**config.mk**
```make
export PLATFORM = sky130hd
export DESIGN_NAME = line_framer_utf8_check_unit
export DESIGN_NICKNAME = d
export VERILOG_FILES = /design/src/rtl/lfu_pkg.sv /design/src/rtl/line_framer_utf8_check_unit.sv
export SDC_FILE = /design/constraint.sdc
export NUM_CORES = 1
export LEC_CHECK = 0
export BUFFER_PORTS_ARGS = -buffer_cell sky130_fd_sc_hd__buf_2
export CAP_MARGIN = 20
export CORE_AREA = 2 2 244 246
export CTS_BUF_LIST = sky130_fd_sc_hd__clkbuf_4
export DETAILED_ROUTE_END_ITERATION = 8
export DIE_AREA = 0 0 246 248
export GPL_ROUTABILITY_DRIVEN = 1
export PLACE_DENSITY = 0.74
export SLEW_MARGIN = 25
export SYNTH_ARGS = -nofsm -noshare
export SYNTH_HDL_FRONTEND = slang
export SYNTH_SLANG_ARGS = --single-unit
export TNS_END_PERCENT = 1
```
**constraint.sdc**
```tcl
create_clock -name clk -period 3 [get_ports clk]
set_clock_uncertainty 0.05 [all_clocks]
set_input_delay 0.3 -clock clk [delete_from_list [all_inputs] [get_ports clk]]
set_output_delay 0.3 -clock clk [all_outputs]
set_load 0.03 [all_outputs]
```
**src/rtl/lfu_pkg.sv**
```systemverilog
package lfu_pkg;

	// line store geometry
	localparam int LINE_BYTES  = 64;
	localparam int STORE_DEPTH = LINE_BYTES - 1;
	localparam int ADDR_W      = (STORE_DEPTH > 1) ? $clog2(STORE_DEPTH) : 1;
	localparam int CNT_W       = $clog2(LINE_BYTES);
	localparam int LEN_W       = 6;
	localparam int TOTAL_W     = 32;
	localparam int CODE_W      = 21;

	// byte codes
	localparam logic [7:0] CH_LF = 8'h0A;
	localparam logic [7:0] CH_CR = 8'h0D;

	// result status codes
	localparam logic [1:0] STAT_OK        = 2'd0;
	localparam logic [1:0] STAT_MALFORMED = 2'd1;
	localparam logic [1:0] STAT_OVERSIZED = 2'd2;

	// UTF-8 limits
	localparam logic [7:0]        LEAD_MIN   = 8'hC2;
	localparam logic [7:0]        LEAD_MAX   = 8'hF4;
	localparam logic [7:0]        LEAD_3B    = 8'hE0;
	localparam logic [7:0]        LEAD_4B    = 8'hF0;
	localparam logic [CODE_W-1:0] CP_MAX     = 21'h10FFFF;
	localparam logic [CODE_W-1:0] SURR_LO    = 21'h00D800;
	localparam logic [CODE_W-1:0] SURR_HI    = 21'h00DFFF;
	localparam logic [CODE_W-1:0] MIN_2B     = 21'h000080;
	localparam logic [CODE_W-1:0] MIN_3B     = 21'h000800;
	localparam logic [CODE_W-1:0] MIN_4B     = 21'h010000;

	typedef logic [CNT_W-1:0] cnt_t;

endpackage

```
**src/rtl/line_framer_utf8_check_unit.sv**
```systemverilog
// Line framer with strict UTF-8 check.
// Flow: a non-newline request is taken and gives no result; a newline that gives a
//   status-only result shows it on rsp_valid in the next cycle; a valid line is read
//   through the store read register into the result register, one byte per cycle
//   while rsp_stall is low. Requests: one byte per cycle while the result register is
//   free; a newline that ends a valid line holds off requests until its line is read out.
// Reset (arst_n low): fill count, overflow mark, UTF-8 state and both totals clear;
//   the line store is not cleared, only entries below the fill count are ever read.
module line_framer_utf8_check_unit
	import lfu_pkg::*;
(
	input  logic               clk,
	input  logic               arst_n,
	input  logic               req_valid,
	output logic               req_stall,
	input  logic [7:0]         byte_in,
	output logic               rsp_valid,
	input  logic               rsp_stall,
	output logic [7:0]         line_byte,
	output logic               byte_valid,
	output logic               last,
	output logic [1:0]         status,
	output logic [LEN_W-1:0]   line_len,
	output logic [TOTAL_W-1:0] oversized_total,
	output logic [TOTAL_W-1:0] malformed_total
);

	localparam logic ST_IDLE = 1'b0;
	localparam logic ST_READ = 1'b1;

	// line store, one write port (collect) and one registered read port (readout)
	logic [7:0] mem [STORE_DEPTH];
	logic [7:0] rd_data_s1;

	logic state_q;

	// collect-side state
	cnt_t fill_q;
	logic ovf_q;
	logic last_cr_q;

	// incremental UTF-8 checker state
	logic [1:0]        need_q;   // continuation bytes still expected
	logic [1:0]        more_q;   // continuation bytes of current sequence
	logic [CODE_W-1:0] code_q;
	logic              bad_q;

	logic [TOTAL_W-1:0] ovs_cnt_q;
	logic [TOTAL_W-1:0] mal_cnt_q;

	// readout
	cnt_t rd_addr_q;
	cnt_t rd_len_q;
	logic s1_valid;
	logic last_s1;

	// result register
	logic             out_valid_q;
	logic [7:0]       out_byte_q;
	logic             out_bvalid_q;
	logic             out_last_q;
	logic [1:0]       out_status_q;
	logic [LEN_W-1:0] out_len_q;

	logic       out_free;
	logic       accept;
	logic       is_lf;
	logic       full;
	logic       wr_en;
	cnt_t       n_strip;
	logic [6:0] n_wide;
	logic [6:0] rd_len_wide;
	logic       line_bad;

	logic       rd_more;
	logic       issue;
	logic       pop;
	cnt_t       rd_addr_nx;

	// UTF-8 next-state
	logic [1:0]        lead_more;
	logic [CODE_W-1:0] lead_code;
	logic [CODE_W-1:0] cont_code;
	logic              lead_bad;
	logic              cont_bad;
	logic              seq_bad;

	assign out_free  = !out_valid_q || !rsp_stall;
	assign req_stall = (state_q != ST_IDLE) || !out_free;
	assign accept    = req_valid && !req_stall;
	assign is_lf     = (byte_in == CH_LF);
	assign full      = (fill_q == cnt_t'(STORE_DEPTH));
	assign wr_en     = accept && !is_lf && !ovf_q && !full;

	// length after one trailing carriage return is stripped
	assign n_strip     = (fill_q != '0 && last_cr_q) ? fill_q - cnt_t'(1) : fill_q;
	assign n_wide      = 7'(n_strip);
	assign rd_len_wide = 7'(rd_len_q);
	// a sequence still open at the line end is a truncated one
	assign line_bad = bad_q || (need_q != 2'd0);

	always_comb begin
		lead_more = 2'd1;
		if (byte_in >= LEAD_4B)
			lead_more = 2'd3;
		else if (byte_in >= LEAD_3B)
			lead_more = 2'd2;
		case (lead_more)
			2'd1:    lead_code = CODE_W'(byte_in[4:0]);
			2'd2:    lead_code = CODE_W'(byte_in[3:0]);
			default: lead_code = CODE_W'(byte_in[2:0]);
		endcase
		lead_bad  = byte_in[7] && (byte_in < LEAD_MIN || byte_in > LEAD_MAX);
		cont_code = {code_q[CODE_W-7:0], byte_in[5:0]};
		cont_bad  = (byte_in[7:6] != 2'b10);
		// range, surrogate and overlong checks once the sequence completes
		seq_bad = (cont_code > CP_MAX) ||
			(cont_code >= SURR_LO && cont_code <= SURR_HI) ||
			(more_q == 2'd1 && cont_code < MIN_2B) ||
			(more_q == 2'd2 && cont_code < MIN_3B) ||
			(more_q == 2'd3 && cont_code < MIN_4B);
	end

	// readout: while bytes remain, issue a store read whenever the read stage is empty or drains
	assign rd_more    = (rd_addr_q != rd_len_q);
	assign pop        = (state_q == ST_READ) && s1_valid && out_free;
	assign issue      = (state_q == ST_READ) && rd_more && (!s1_valid || out_free);
	assign rd_addr_nx = rd_addr_q + cnt_t'(1);

	always_ff @(posedge clk) begin
		if (wr_en)
			mem[fill_q[ADDR_W-1:0]] <= byte_in;
		if (issue)
			rd_data_s1 <= mem[rd_addr_q[ADDR_W-1:0]];
	end

	always_ff @(posedge clk or negedge arst_n) begin
		if (!arst_n) begin
			state_q     <= ST_IDLE;
			fill_q      <= '0;
			ovf_q       <= 1'b0;
			last_cr_q   <= 1'b0;
			need_q      <= 2'd0;
			more_q      <= 2'd0;
			code_q      <= '0;
			bad_q       <= 1'b0;
			ovs_cnt_q   <= '0;
			mal_cnt_q   <= '0;
			rd_addr_q   <= '0;
			rd_len_q    <= '0;
			s1_valid    <= 1'b0;
			last_s1     <= 1'b0;
			out_valid_q <= 1'b0;
		end else begin
			if (out_valid_q && !rsp_stall)
				out_valid_q <= 1'b0;

			if (accept && !is_lf) begin
				if (!ovf_q && full)
					ovf_q <= 1'b1;
				if (wr_en) begin
					fill_q    <= fill_q + cnt_t'(1);
					last_cr_q <= (byte_in == CH_CR);
					if (need_q == 2'd0) begin
						if (byte_in[7]) begin
							if (lead_bad) begin
								bad_q <= 1'b1;
							end else begin
								need_q <= lead_more;
								more_q <= lead_more;
								code_q <= lead_code;
							end
						end
					end else begin
						need_q <= need_q - 2'd1;
						code_q <= cont_code;
						if (cont_bad || (need_q == 2'd1 && seq_bad))
							bad_q <= 1'b1;
					end
				end
			end

			if (accept && is_lf) begin
				fill_q    <= '0;
				ovf_q     <= 1'b0;
				last_cr_q <= 1'b0;
				need_q    <= 2'd0;
				more_q    <= 2'd0;
				bad_q     <= 1'b0;
				if (ovf_q) begin
					ovs_cnt_q    <= ovs_cnt_q + TOTAL_W'(1);
					out_valid_q  <= 1'b1;
					out_bvalid_q <= 1'b0;
					out_last_q   <= 1'b1;
					out_status_q <= STAT_OVERSIZED;
					out_len_q    <= '0;
					out_byte_q   <= '0;
				end else if (line_bad) begin
					mal_cnt_q    <= mal_cnt_q + TOTAL_W'(1);
					out_valid_q  <= 1'b1;
					out_bvalid_q <= 1'b0;
					out_last_q   <= 1'b1;
					out_status_q <= STAT_MALFORMED;
					out_len_q    <= n_wide[LEN_W-1:0];
					out_byte_q   <= '0;
				end else if (n_strip == '0) begin
					out_valid_q  <= 1'b1;
					out_bvalid_q <= 1'b0;
					out_last_q   <= 1'b1;
					out_status_q <= STAT_OK;
					out_len_q    <= '0;
					out_byte_q   <= '0;
				end else begin
					state_q   <= ST_READ;
					rd_addr_q <= '0;
					rd_len_q  <= n_strip;
				end
			end

			if (issue) begin
				rd_addr_q <= rd_addr_nx;
				last_s1   <= (rd_addr_nx == rd_len_q);
			end
			s1_valid <= issue || (s1_valid && !pop);

			if (pop) begin
				out_valid_q  <= 1'b1;
				out_bvalid_q <= 1'b1;
				out_last_q   <= last_s1;
				out_status_q <= STAT_OK;
				out_len_q    <= rd_len_wide[LEN_W-1:0];
				out_byte_q   <= rd_data_s1;
				if (last_s1)
					state_q <= ST_IDLE;
			end
		end
	end

	assign rsp_valid       = out_valid_q;
	assign line_byte       = out_byte_q;
	assign byte_valid      = out_bvalid_q;
	assign last            = out_last_q;
	assign status          = out_status_q;
	assign line_len        = out_len_q;
	assign oversized_total = ovs_cnt_q;
	assign malformed_total = mal_cnt_q;

endmodule
```
== Word-level counts from Yosys, hierarchy flattened ==
Memory sizes are Yosys's and may differ from the RTL's. A register that Yosys moved wholly into a read port is not among the register bits.
Index checks and enable logic that the tools add are counted.

* Flip-flop bits (word level): 126
* Latch bits: 0
* RAM bits: 504
* Memory bits (read-only): 0
* Input port bits: 12
* Output and inout bits: 84
* Logic and storage cells: 199
* Memories: 1

* Add/subtract/negate cells: 6
* Multiply operators: 0
* Div/mod/pow operators: 0
* $lt $le $gt $ge: 10
* Eq/ne operators: 21
* Shift operators: 0
* Muxes and demuxes: 75
* Bitwise gates (word level): 3
* Reductions and logical operators: 63

{| class="wikitable"
|+ Memories
! memory !! words !! bits a word !! rd ports !! clocked after memory_dff !! wr ports !! RTL line !! text
|-
| mem || 63 || 8 || 1 || 1 || 1 || line_framer_utf8_check_unit.sv:32 || <nowiki>logic [7:0] mem [STORE_DEPTH];</nowiki>
|}

{| class="wikitable"
|+ Operators by type and width
! kind !! number
|-
| 6-bit 2-to-1 mux || 14
|-
| 32-bit by 1-bit adder with 32-bit output (second input constant) || 2
|-
| 15-bit 2-to-1 mux || 3
|-
| 8-bit 2-to-1 mux || 5
|-
| 1-bit 2-to-1 mux || 36
|-
| 2-bit 2-to-1 mux || 16
|-
| 21-bit by 16-bit >= comparator with 1-bit output (second input constant) || 1
|-
| 21-bit greater-than comparator (second input constant) || 1
|-
| 21-bit by 16-bit <= comparator with 1-bit output (second input constant) || 1
|-
| 21-bit by 12-bit less-than comparator with 1-bit output (second input constant) || 1
|-
| 21-bit by 17-bit less-than comparator with 1-bit output (second input constant) || 1
|-
| 21-bit by 8-bit less-than comparator with 1-bit output (second input constant) || 1
|-
| 1-bit logical AND || 19
|-
| 8-bit by 4-bit == test with 1-bit output (second input constant) || 2
|-
| 8-bit >= comparator (second input constant) || 2
|-
| 4-bit AND reduction || 4
|-
| 2-bit nonzero test || 8
|-
| 6-bit by 1-bit adder with 6-bit output (second input constant) || 2
|-
| 1-bit logical OR || 11
|-
| 5-bit one-hot mux with 2 select lines || 1
|-
| 5-bit AND reduction || 2
|-
| 1-bit logical NOT || 9
|-
| 3-bit by 2-bit != test with 1-bit output (second input constant) || 3
|-
| 8-bit greater-than comparator (second input constant) || 1
|-
| 18 further kinds || 32
|}

== Depth between registers and ports, before layout ==
Gate-level depths: netlist of run 1.

* Depth after elaboration: 13
* Mapped depth: 9
* Mapped depth without buffers: 7

== Least setup slack after synthesis of run 1 ==
No wires, ideal clock.

* Path type: register to register
* Start: register out_valid_q, in the netlist rsp_valid
* End: memory mem[26][0], enable pin
* Setup time: 0.371 ns
* Arrival time: 2.514 ns
* Required time: 2.579 ns
* Path slack: 0.065 ns
* Stages on the path, launching flop included: 8
* Path buffers: 1
* Period minus slack after synthesis: 2.935 ns
* Cell sequence: dfrtp_1 > a21oi_1 > inv_1 > a2111oi_4 > nand2_1 > or4_1 > clkbuf_1 > nor2_1

* Cells in the longest elaborated chain, start to end: 11

{| class="wikitable"
|+ RTL lines
! what !! RTL line !! text
|-
| start, declared || line_framer_utf8_check_unit.sv:58 || <nowiki>logic out_valid_q;</nowiki>
|-
| start signal, assigned || line_framer_utf8_check_unit.sv:153 || <nowiki>out_valid_q <= 1'b0;</nowiki>
|-
| start signal, assigned || line_framer_utf8_check_unit.sv:156 || <nowiki>out_valid_q <= 1'b0;</nowiki>
|-
| start signal, assigned || line_framer_utf8_check_unit.sv:192 || <nowiki>out_valid_q <= 1'b1;</nowiki>
|-
| 1-bit logical NOT || line_framer_utf8_check_unit.sv:88 || <nowiki>assign out_free = !out_valid_q || !rsp_stall;</nowiki>
|-
| 1-bit logical OR || line_framer_utf8_check_unit.sv:88 ||
|-
| 1-bit logical NOT || line_framer_utf8_check_unit.sv:89 || <nowiki>assign req_stall = (state_q != ST_IDLE) || !out_free;</nowiki>
|-
| 1-bit logical OR || line_framer_utf8_check_unit.sv:89 ||
|-
| net req_stall || line_framer_utf8_check_unit.sv:15 || <nowiki>output logic req_stall,</nowiki>
|-
| 1-bit logical NOT || line_framer_utf8_check_unit.sv:90 || <nowiki>assign accept = req_valid && !req_stall;</nowiki>
|-
| 1-bit logical AND || line_framer_utf8_check_unit.sv:90 ||
|-
| 1-bit logical AND (3 in a row) || line_framer_utf8_check_unit.sv:93 || <nowiki>assign wr_en = accept && !is_lf && !ovf_q && !full;</nowiki>
|-
| 1-bit 2-to-1 mux || line_framer_utf8_check_unit.sv:131 || <nowiki>if (wr_en)</nowiki>
|-
| 1-bit 2-to-1 mux (not written as such) || line_framer_utf8_check_unit.sv:132 || <nowiki>mem[fill_q[ADDR_W-1:0]] <= byte_in;</nowiki>
|-
| end, declared || line_framer_utf8_check_unit.sv:32 ||
|}

The timed path passes the listed nets, and every way through them passes these cells.

== Worst setup path after layout of run 1 ==
* Start: register fill_q[0]
* End: memory mem[9][7], enable pin

* Cells in the longest elaborated chain, start to end: 5

{| class="wikitable"
|+ RTL lines
! what !! RTL line !! text
|-
| start, declared || line_framer_utf8_check_unit.sv:38 || <nowiki>cnt_t fill_q;</nowiki>
|-
| start signal, assigned || line_framer_utf8_check_unit.sv:162 || <nowiki>fill_q <= fill_q + cnt_t'(1);</nowiki>
|-
| 6-bit == test || line_framer_utf8_check_unit.sv:92 || <nowiki>assign full = (fill_q == cnt_t'(STORE_DEPTH));</nowiki>
|-
| 1-bit logical NOT || line_framer_utf8_check_unit.sv:93 ||
|-
| 1-bit logical AND || line_framer_utf8_check_unit.sv:93 ||
|-
| 1-bit 2-to-1 mux || line_framer_utf8_check_unit.sv:131 ||
|-
| 1-bit 2-to-1 mux (not written as such) || line_framer_utf8_check_unit.sv:132 ||
|}

Parallel ways exist; a longest one is shown, timed or not.

==> metrics.md, run 1 <==
| Metric | Value |
|---|---|
| Status | complete, but fails checks |
| Violated checks | setup timing |
| Clock tree from TritonCTS | built |
| Area delta synth->final | 15.6% |
| Largest family of logic cells by synthesized area | multiplexers |
| Fin. Hold Viols | 0 |
| Post-route insts no fill | 2,631 |
| Drt pass-1 iters | 5 |
| Post-DP HPWL | 39.1 mm |
| Slew @ Worst Pin | 0.835 ns |
| Class of the most critical setup path | flip-flop to flip-flop |
| Max_slew headroom | 0.441 |
| Synth Flop Type | edfxtp_1 |
| Setup_tns | -0.561 ns |
| Post-Synth Simple-Gate Area | 0.0669 |
| Global-route wire length before repair | 93.0 mm |
| GR Overflow Total | 0 |
| Leak | 10.4 nW |
| # setup viols final | 35 |
| Power Density | 604 nW/um^2 |
| Layout Utilization | 0.513 |
| R2R depth | 8 |
| Cell count after synthesis | 1,481 |
| Syn. warnings | 0 |
| Async SR Flop Fraction | 0.169 |
| Largest net degree at the start of global routing | 68 |
| Reg-to-reg endpoint | mem[9][7] |
| R2r setup slk | -0.03 ns |
| Clock transition at path regs | 0.06 ns |
| Placer congestion estimate | 0.894 |
| WP data required | 3.45 ns |
| Via/cell ratio | 5.73 |
| Yosys reg bits | 638 |
| Xor and xnor area share after synthesis | 0.0260 |
| Clock sink count | 638 |
| DRT iter0 DRCs | 1,418 |
| CTS Buf Count | 152 |
| GRT Util Overall | 0.204 |
| Core Footprint | 58,500 um^2 |
| Crit-path max FO | 8 |
| Post-synthesis cell area | 26,000 um^2 |
| Die X | 246 um |
| Root buffer cell | clkbuf_4 |
| # DRC | 0 |
| Mapped Nets | 1,499 |
| Hold Startpoint | byte_in[3] |
| RSZ-0062 raised after global routing | yes |
| Power Total | 18.1 mW |
| I/O pins | 96 |
| Worst R2R Start | fill_q[0] |
| Tcrit/Tclk final | 1.01 |
| Antenna Nets Post-Route | 0 |
| Min cycle time layout | 3.03 ns |
| Sequential area share after synthesis | 0.717 |
| Multiplexer share of the synthesized area | 0.137 |
| H-tree levels | 4 |
| Finished Cell Area | 30,000 um^2 |
| Clock Path Buffers | 3 |
| IO buf count | 95 |
| Setup crit end kind | flip-flop |
| Routed WL | 61.2 mm |
| Worst slack at placement | -0.00874 ns |
| Worst hold slack | 0.0742 ns |
| Synth unique cells | 62 |
| DIE AREA | 61,000 um^2 |
| Post-CTS setup buffers | 0 |
| Inst Count DP | 2,357 |
| Antenna violations before repair | 2 |
| Dpl cell area | 27,900 um^2 |
| Via Count | 15.1k |
| Worst Hold Depth | 4 |
| Max-slew violations | 0 |
| CP startpoint kind | flip-flop |
| Row cnt | 89 |
| Syn_area_per_cell | 17.5 um^2 |
| Wire per inst | 23.3 um |
| PnR worst setup slack | -0.0310 ns |
| Worst min path class | input pin to flip-flop |
| Hold worst-path end | code_q[3] |
| Synth Area in Compound Gates | 0.0352 |
| Die Y | 248 um |
| Crit path DAT | 3.48 ns |
| Initial Utilization | 0.444 |
| Maximum capacitance violations | 0 |
| Vias in the first global route | 15.4k |
| Worst vdd ir | 0.329 mV |
| Area share of fa/ha/maj cells after synthesis | 0.00289 |
| Count of flip-flops with a built-in enable after synthesis | 530 |
| Layout Nets | 1,768 |
| Max Fclk | 0.330 GHz |
| Skew-Pair Late Insertion Delay | 0.88 ns |
| Share of cells above drive strength 1 | 0.329 |
==> layer usage <==
layer / routed length [um] / up-vias / part of all wire / GRT usage
met5: 0 / - / 0 / 0
met4: 2240 / 0 / 0.037 / 0.0996
met3: 5190 / 128 / 0.085 / 0.0394
met2: 29200 / 792 / 0.48 / 0.321
met1: 24600 / 7646 / 0.40 / 0.274
li1: - / 6518 / - / -
==> placed cells by master, fill, tap and decap left out, types with 36 or more instances in the layout <==
master    instances
nand2_1          74
xor2_1           40
clkinv_1         37
clkbuf_4        207
mux2i_1          36
nor2_2           43
dfrtp_1         106
buf_2            94
buf_4            67
xnor2_1          37
mux4_2          130
edfxtp_1        530
nor2_1           51
==> repair_timing <==
item | 4_1_cts | 5_1_grt
resized for setup | 3 | 41
endpoints found under the hold margin | 179 | 0
hold buffers | 12 | 0
setup endpoints to repair | 20 | 412
==> Yosys cell counts (9+ instances only) <==
master	instances	area, um^2
mux4_2	130	2930
o21ai_0	24	120
clkbuf_1	43	161
dfrtp_1	108	2700
nand2_1	74	278
mux2_2	19	214
xor2_1	40	350
nor2b_1	9	56.3
xnor2_1	37	324
nor4_1	15	93.8
nand3_1	34	170
and3_1	9	56.3
buf_2	15	75.1
nand4_1	20	125
mux2i_1	37	370
edfxtp_1	530	15900
inv_1	24	90.1
o22ai_1	14	87.6
nor3_1	35	175
a22o_1	16	140
and2_1	17	106
buf_1	12	45.0
nor2_1	94	353
a21oi_1	20	100
==> critical path, stage by stage (launching register included) <==
cell,delay [ns]
dfrtp_1,0.38
ha_1,0.22
and2_1,0.20
a2111oi_4,0.37
buf_4,0.18
nand2_1,0.07
or4_1,0.40
buf_4,0.23
nor2_1,0.55
==> registers in the layout, indices dropped and copies added (netlist names), 2 cells and up <==
name             count
code_q              15
fill_q               6
line_byte            8
line_len             6
malformed_total     32
mem                504
more_q               2
need_q               2
oversized_total     32
rd_addr_q            6
rd_data_s1           8
rd_len_q             6
status               2
==> how the worst max path moves through the flow <==
| stage | start | endpoint | slack [ns] | cells after the start |
|---|---|---|---|---|
| after floorplan | rsp_valid | mem[26][0] | 0.07 | 7 |
| after global placement | fill_q[0] | mem[54][2] | 0.05 | 7 |
| after detailed placement | fill_q[0] | mem[61][3] | -0.009 | 7 |
| after CTS | fill_q[0] | mem[58][0] | 0.002 | 8 |
| after global routing | fill_q[0] | mem[1][4] | -0.14 | 8 |
| final | fill_q[0] | mem[9][7] | -0.03 | 8 |
==> where the power goes <==
group	internal, mW	leakage, nW	switching (mW)
registers	9.68	6.22	0.0743
logic	0.605	3.08	0.872
clock network	3.49	1.11	3.40
total	13.8	10.4	4.35
==> final cells by class <==
| cell class | count | area (um^2) |
|---|---|---|
| sequential | 638 | 18600 |
| fill | 4629 | 28400 |
| inverter | 26 | 97.6 |
| multi-input combinational | 746 | 7070 |
| clock inverter | 54 | 340 |
| clock buffer | 207 | 1550 |
| timing repair buffer | 186 | 1360 |
| tap | 773 | 967 |
| antenna | 1 | 2.50 |
==> cell families after synthesis <==
group / count (synthesis)
xor+xnor: 77
mux: 189
compound gates: 124
fa+ha+maj: 6
buf+inv: 97
flops: 638
simple gates: 350
Power figures use the tool's default switching activity.
==> inputs of run 2 (changes only) <==
CORE_AREA = 2 2 215 217   (was 2 2 244 246)
DIE_AREA = 0 0 217 219   (was 0 0 246 248)
PLACE_DENSITY = 0.89   (was 0.74)
==> metrics.md, run 2 (synthesis results as in run 1) <==
| Metric | Value |
|---|---|
| Leak | 10.3 nW (was 10.4 nW) |
| GRT Util Overall | 0.277 (was 0.204) |
| Fin. Hold Viols | 0 (unchanged) |
| R2r setup slk | -0.07 ns (was -0.03 ns) |
| Max-slew violations | 0 (unchanged) |
| Clock Path Buffers | 3 (unchanged) |
| Worst R2R Start | fill_q[0] (unchanged) |
| DIE AREA | 47,500 um^2 (was 61,000 um^2) |
| Initial Utilization | 0.576 (was 0.444) |
| I/O pins | 96 (unchanged) |
| Critical path's top delay family | simple AND/OR/NAND/NOR gates (unchanged) |
| PnR worst setup slack | -0.0733 ns (was -0.0310 ns) |
| Max reg flops | 504 (unchanged) |
| H-tree levels | 4 (unchanged) |
| Layout Nets | 1,762 (was 1,768) |
| Crit-path max FO | 8 (unchanged) |
| Clock sink count | 638 (unchanged) |
| Register area | 18,600 um^2 (unchanged) |
| Worst-path cell chain | ha_1 > and2_1 > a2111oi_4 > nand2_1 > or4_1 > buf_4 > nor2_1 (was ha_1 > and2_1 > a2111oi_4 > buf_4 > nand2_1 > or4_1 > buf_4 > nor2_1) |
| Clock tree from TritonCTS | built (unchanged) |
| Status | complete, but fails checks (unchanged) |
| GR Overflow Total | 0 (unchanged) |
| Die Y | 219 um (was 248 um) |
| Post-DP HPWL | 40.0 mm (was 39.1 mm) |
| Vias in the first global route | 16.2k (was 15.4k) |
| # DRC | 0 (unchanged) |
| Max Fclk | 0.325 GHz (was 0.330 GHz) |
| Maximum capacitance violations | 0 (unchanged) |
| Share of cells above drive strength 1 | 0.320 (was 0.329) |
| Placer congestion estimate | 0.908 (was 0.894) |
| Max_slew headroom | 0.409 (was 0.441) |
| Core Footprint | 45,100 um^2 (was 58,500 um^2) |
| Routed WL | 64.5 mm (was 61.2 mm) |
| Slew @ Worst Pin | 0.884 ns (was 0.835 ns) |
| Via Count | 15.7k (was 15.1k) |
| IO buf count | 95 (unchanged) |
| R2R depth | 7 (was 8) |
| Wire per inst | 26.4 um (was 23.3 um) |
| Fill cells | 2,807 (was 4,629) |
| Violated checks | setup timing (unchanged) |
| Antenna violations before repair | 2 (unchanged) |
| Largest net degree at the start of global routing | 76 (was 68) |
| Row cnt | 78 (was 89) |
| Clock transition at path regs | 0.08 ns (was 0.06 ns) |
| Commonest non-fill, non-tap cell in the layout | edfxtp_1 (unchanged) |
| Worst min path class | input pin to async pin (was input pin to flip-flop) |
| Setup_tns | -0.959 ns (was -0.561 ns) |
| WP data required | 3.48 ns (was 3.45 ns) |
| Global-route wire length before repair | 97.3 mm (was 93.0 mm) |
| CP peak stage delay | 0.59 ns (was 0.55 ns) |
| Area delta synth->final | 14.0% (was 15.6%) |
| Root buffer cell | clkbuf_4 (unchanged) |
| RSZ-0062 raised after global routing | yes (unchanged) |
| # setup viols final | 36 (was 35) |
| Min cycle time layout | 3.07 ns (was 3.03 ns) |
| DRT iter0 DRCs | 1,952 (was 1,418) |
| Worst vdd ir | 0.383 mV (was 0.329 mV) |
| Crit path DAT | 3.56 ns (was 3.48 ns) |
| Setup crit end kind | flip-flop (unchanged) |
| Skew-Pair Late Insertion Delay | 0.93 ns (was 0.88 ns) |
| Die X | 217 um (was 246 um) |
| Post-CTS setup buffers | 0 (unchanged) |
| Power Density | 610 nW/um^2 (was 604 nW/um^2) |
| Buf/Inv on CP | 1 (was 2) |
| Post-route insts no fill | 2,443 (was 2,631) |
| Inst Count DP | 2,177 (was 2,357) |
| Drt pass-1 iters | 7 (was 5) |
| Crit-path slowest cell | nor2_1 (unchanged) |
| CP startpoint kind | flip-flop (unchanged) |
| Tcrit/Tclk final | 1.02 (was 1.01) |
| CTS Buf Count | 152 (unchanged) |
| Class of the most critical setup path | flip-flop to flip-flop (unchanged) |
| Power Total | 18.1 mW (about the same) |
| Reg-to-reg endpoint | mem[50][3] (was mem[9][7]) |
| Multi-input logic area | 7060 um^2 (was 7070 um^2) |
| Antenna Nets Post-Route | 0 (unchanged) |
| Commonest non-fill, non-tap cells in the layout | edfxtp_1 (530), clkbuf_4 (204), mux4_2 (130) (was edfxtp_1 (530), clkbuf_4 (207), mux4_2 (130)) |
| Via/cell ratio | 6.42 (was 5.73) |
==> run 2: cell types whose count changed in the layout (fill, tap and decap cells not counted), sizes merged <==
cell         before  now
buf             175  167
clkinv           42   38
dlygate4sd3      11   13
inv              32   27
diode             1    2
clkbuf          207  204
clkinvlp          3    5
==> run 2: worst min-delay path: stages <==
cell           delay (ns)
dlygate4sd3_1        0.56
buf_4                0.14
buf_4                0.53
==> run 2: routing by layer <==
metal  global-route usage  up-vias  routed length, um
met1                0.348     7733              22000
li1                     -     6477                  -
met4                0.168        0               3780
met2                0.436     1225              30900
met3               0.0748      256               7770
met5                    0        -                  0
==> run 2: layout make-up <==
cell class,instances,area share
Clock inverter,47,0.00947
Inverter,26,0.00342
Multi-Input combinational cell,746,0.239
Clock buffer,204,0.0517
Timing Repair Buffer,180,0.0423
Antenna cell,2,0.000169
Sequential cell,638,0.629
Tap cell,600,0.0254
==> run 2: worst max path at each step <==
stage / to / depth (start not counted) / slack [ns] / from
after floorplan: mem[26][0] / 7 / 0.07 / rsp_valid
after global placement: mem[9][3] / 7 / -0.009 / fill_q[0]
after detailed placement: mem[26][0] / 7 / -0.08 / fill_q[0]
after CTS: mem[18][6] / 7 / -0.02 / fill_q[0]
after global routing: mem[18][6] / 7 / -0.19 / fill_q[0]
final: mem[50][3] / 7 / -0.07 / fill_q[0]
==> run 2: what timing repair did <==
| action | CTS | global route |
|---|---|---|
| gates resized for setup | 5 | 35 |
| setup endpoints to repair | 39 | 328 |
| hold buffers | 13 | 0 |
| hold endpoints to repair | 222 | 0 |
==> run 2: report_power, final <==
group | total [mW] | internal, mW | switching [mW]
Combinational | 1.50 | 0.602 | 0.901
Clock | 6.81 | 3.40 | 3.40
Sequential | 9.76 | 9.68 | 0.0878
Total | 18.1 | 13.7 | 4.39
==> run 2: through the flow <==
step	util	instance area (um^2)	hold slack, ns	setup WS, ns
2_1_floorplan	-	26000	-0.0456	0.0655
3_3_place_gp	0.611	27600	0.403	-0.00927
3_5_place_dp	0.611	27600	0.410	-0.0765
4_1_cts	0.654	29500	0.0343	-0.0157
5_1_grt	0.657	29600	0.110	-0.188
6_report	0.657	29600	0.0797	-0.0733
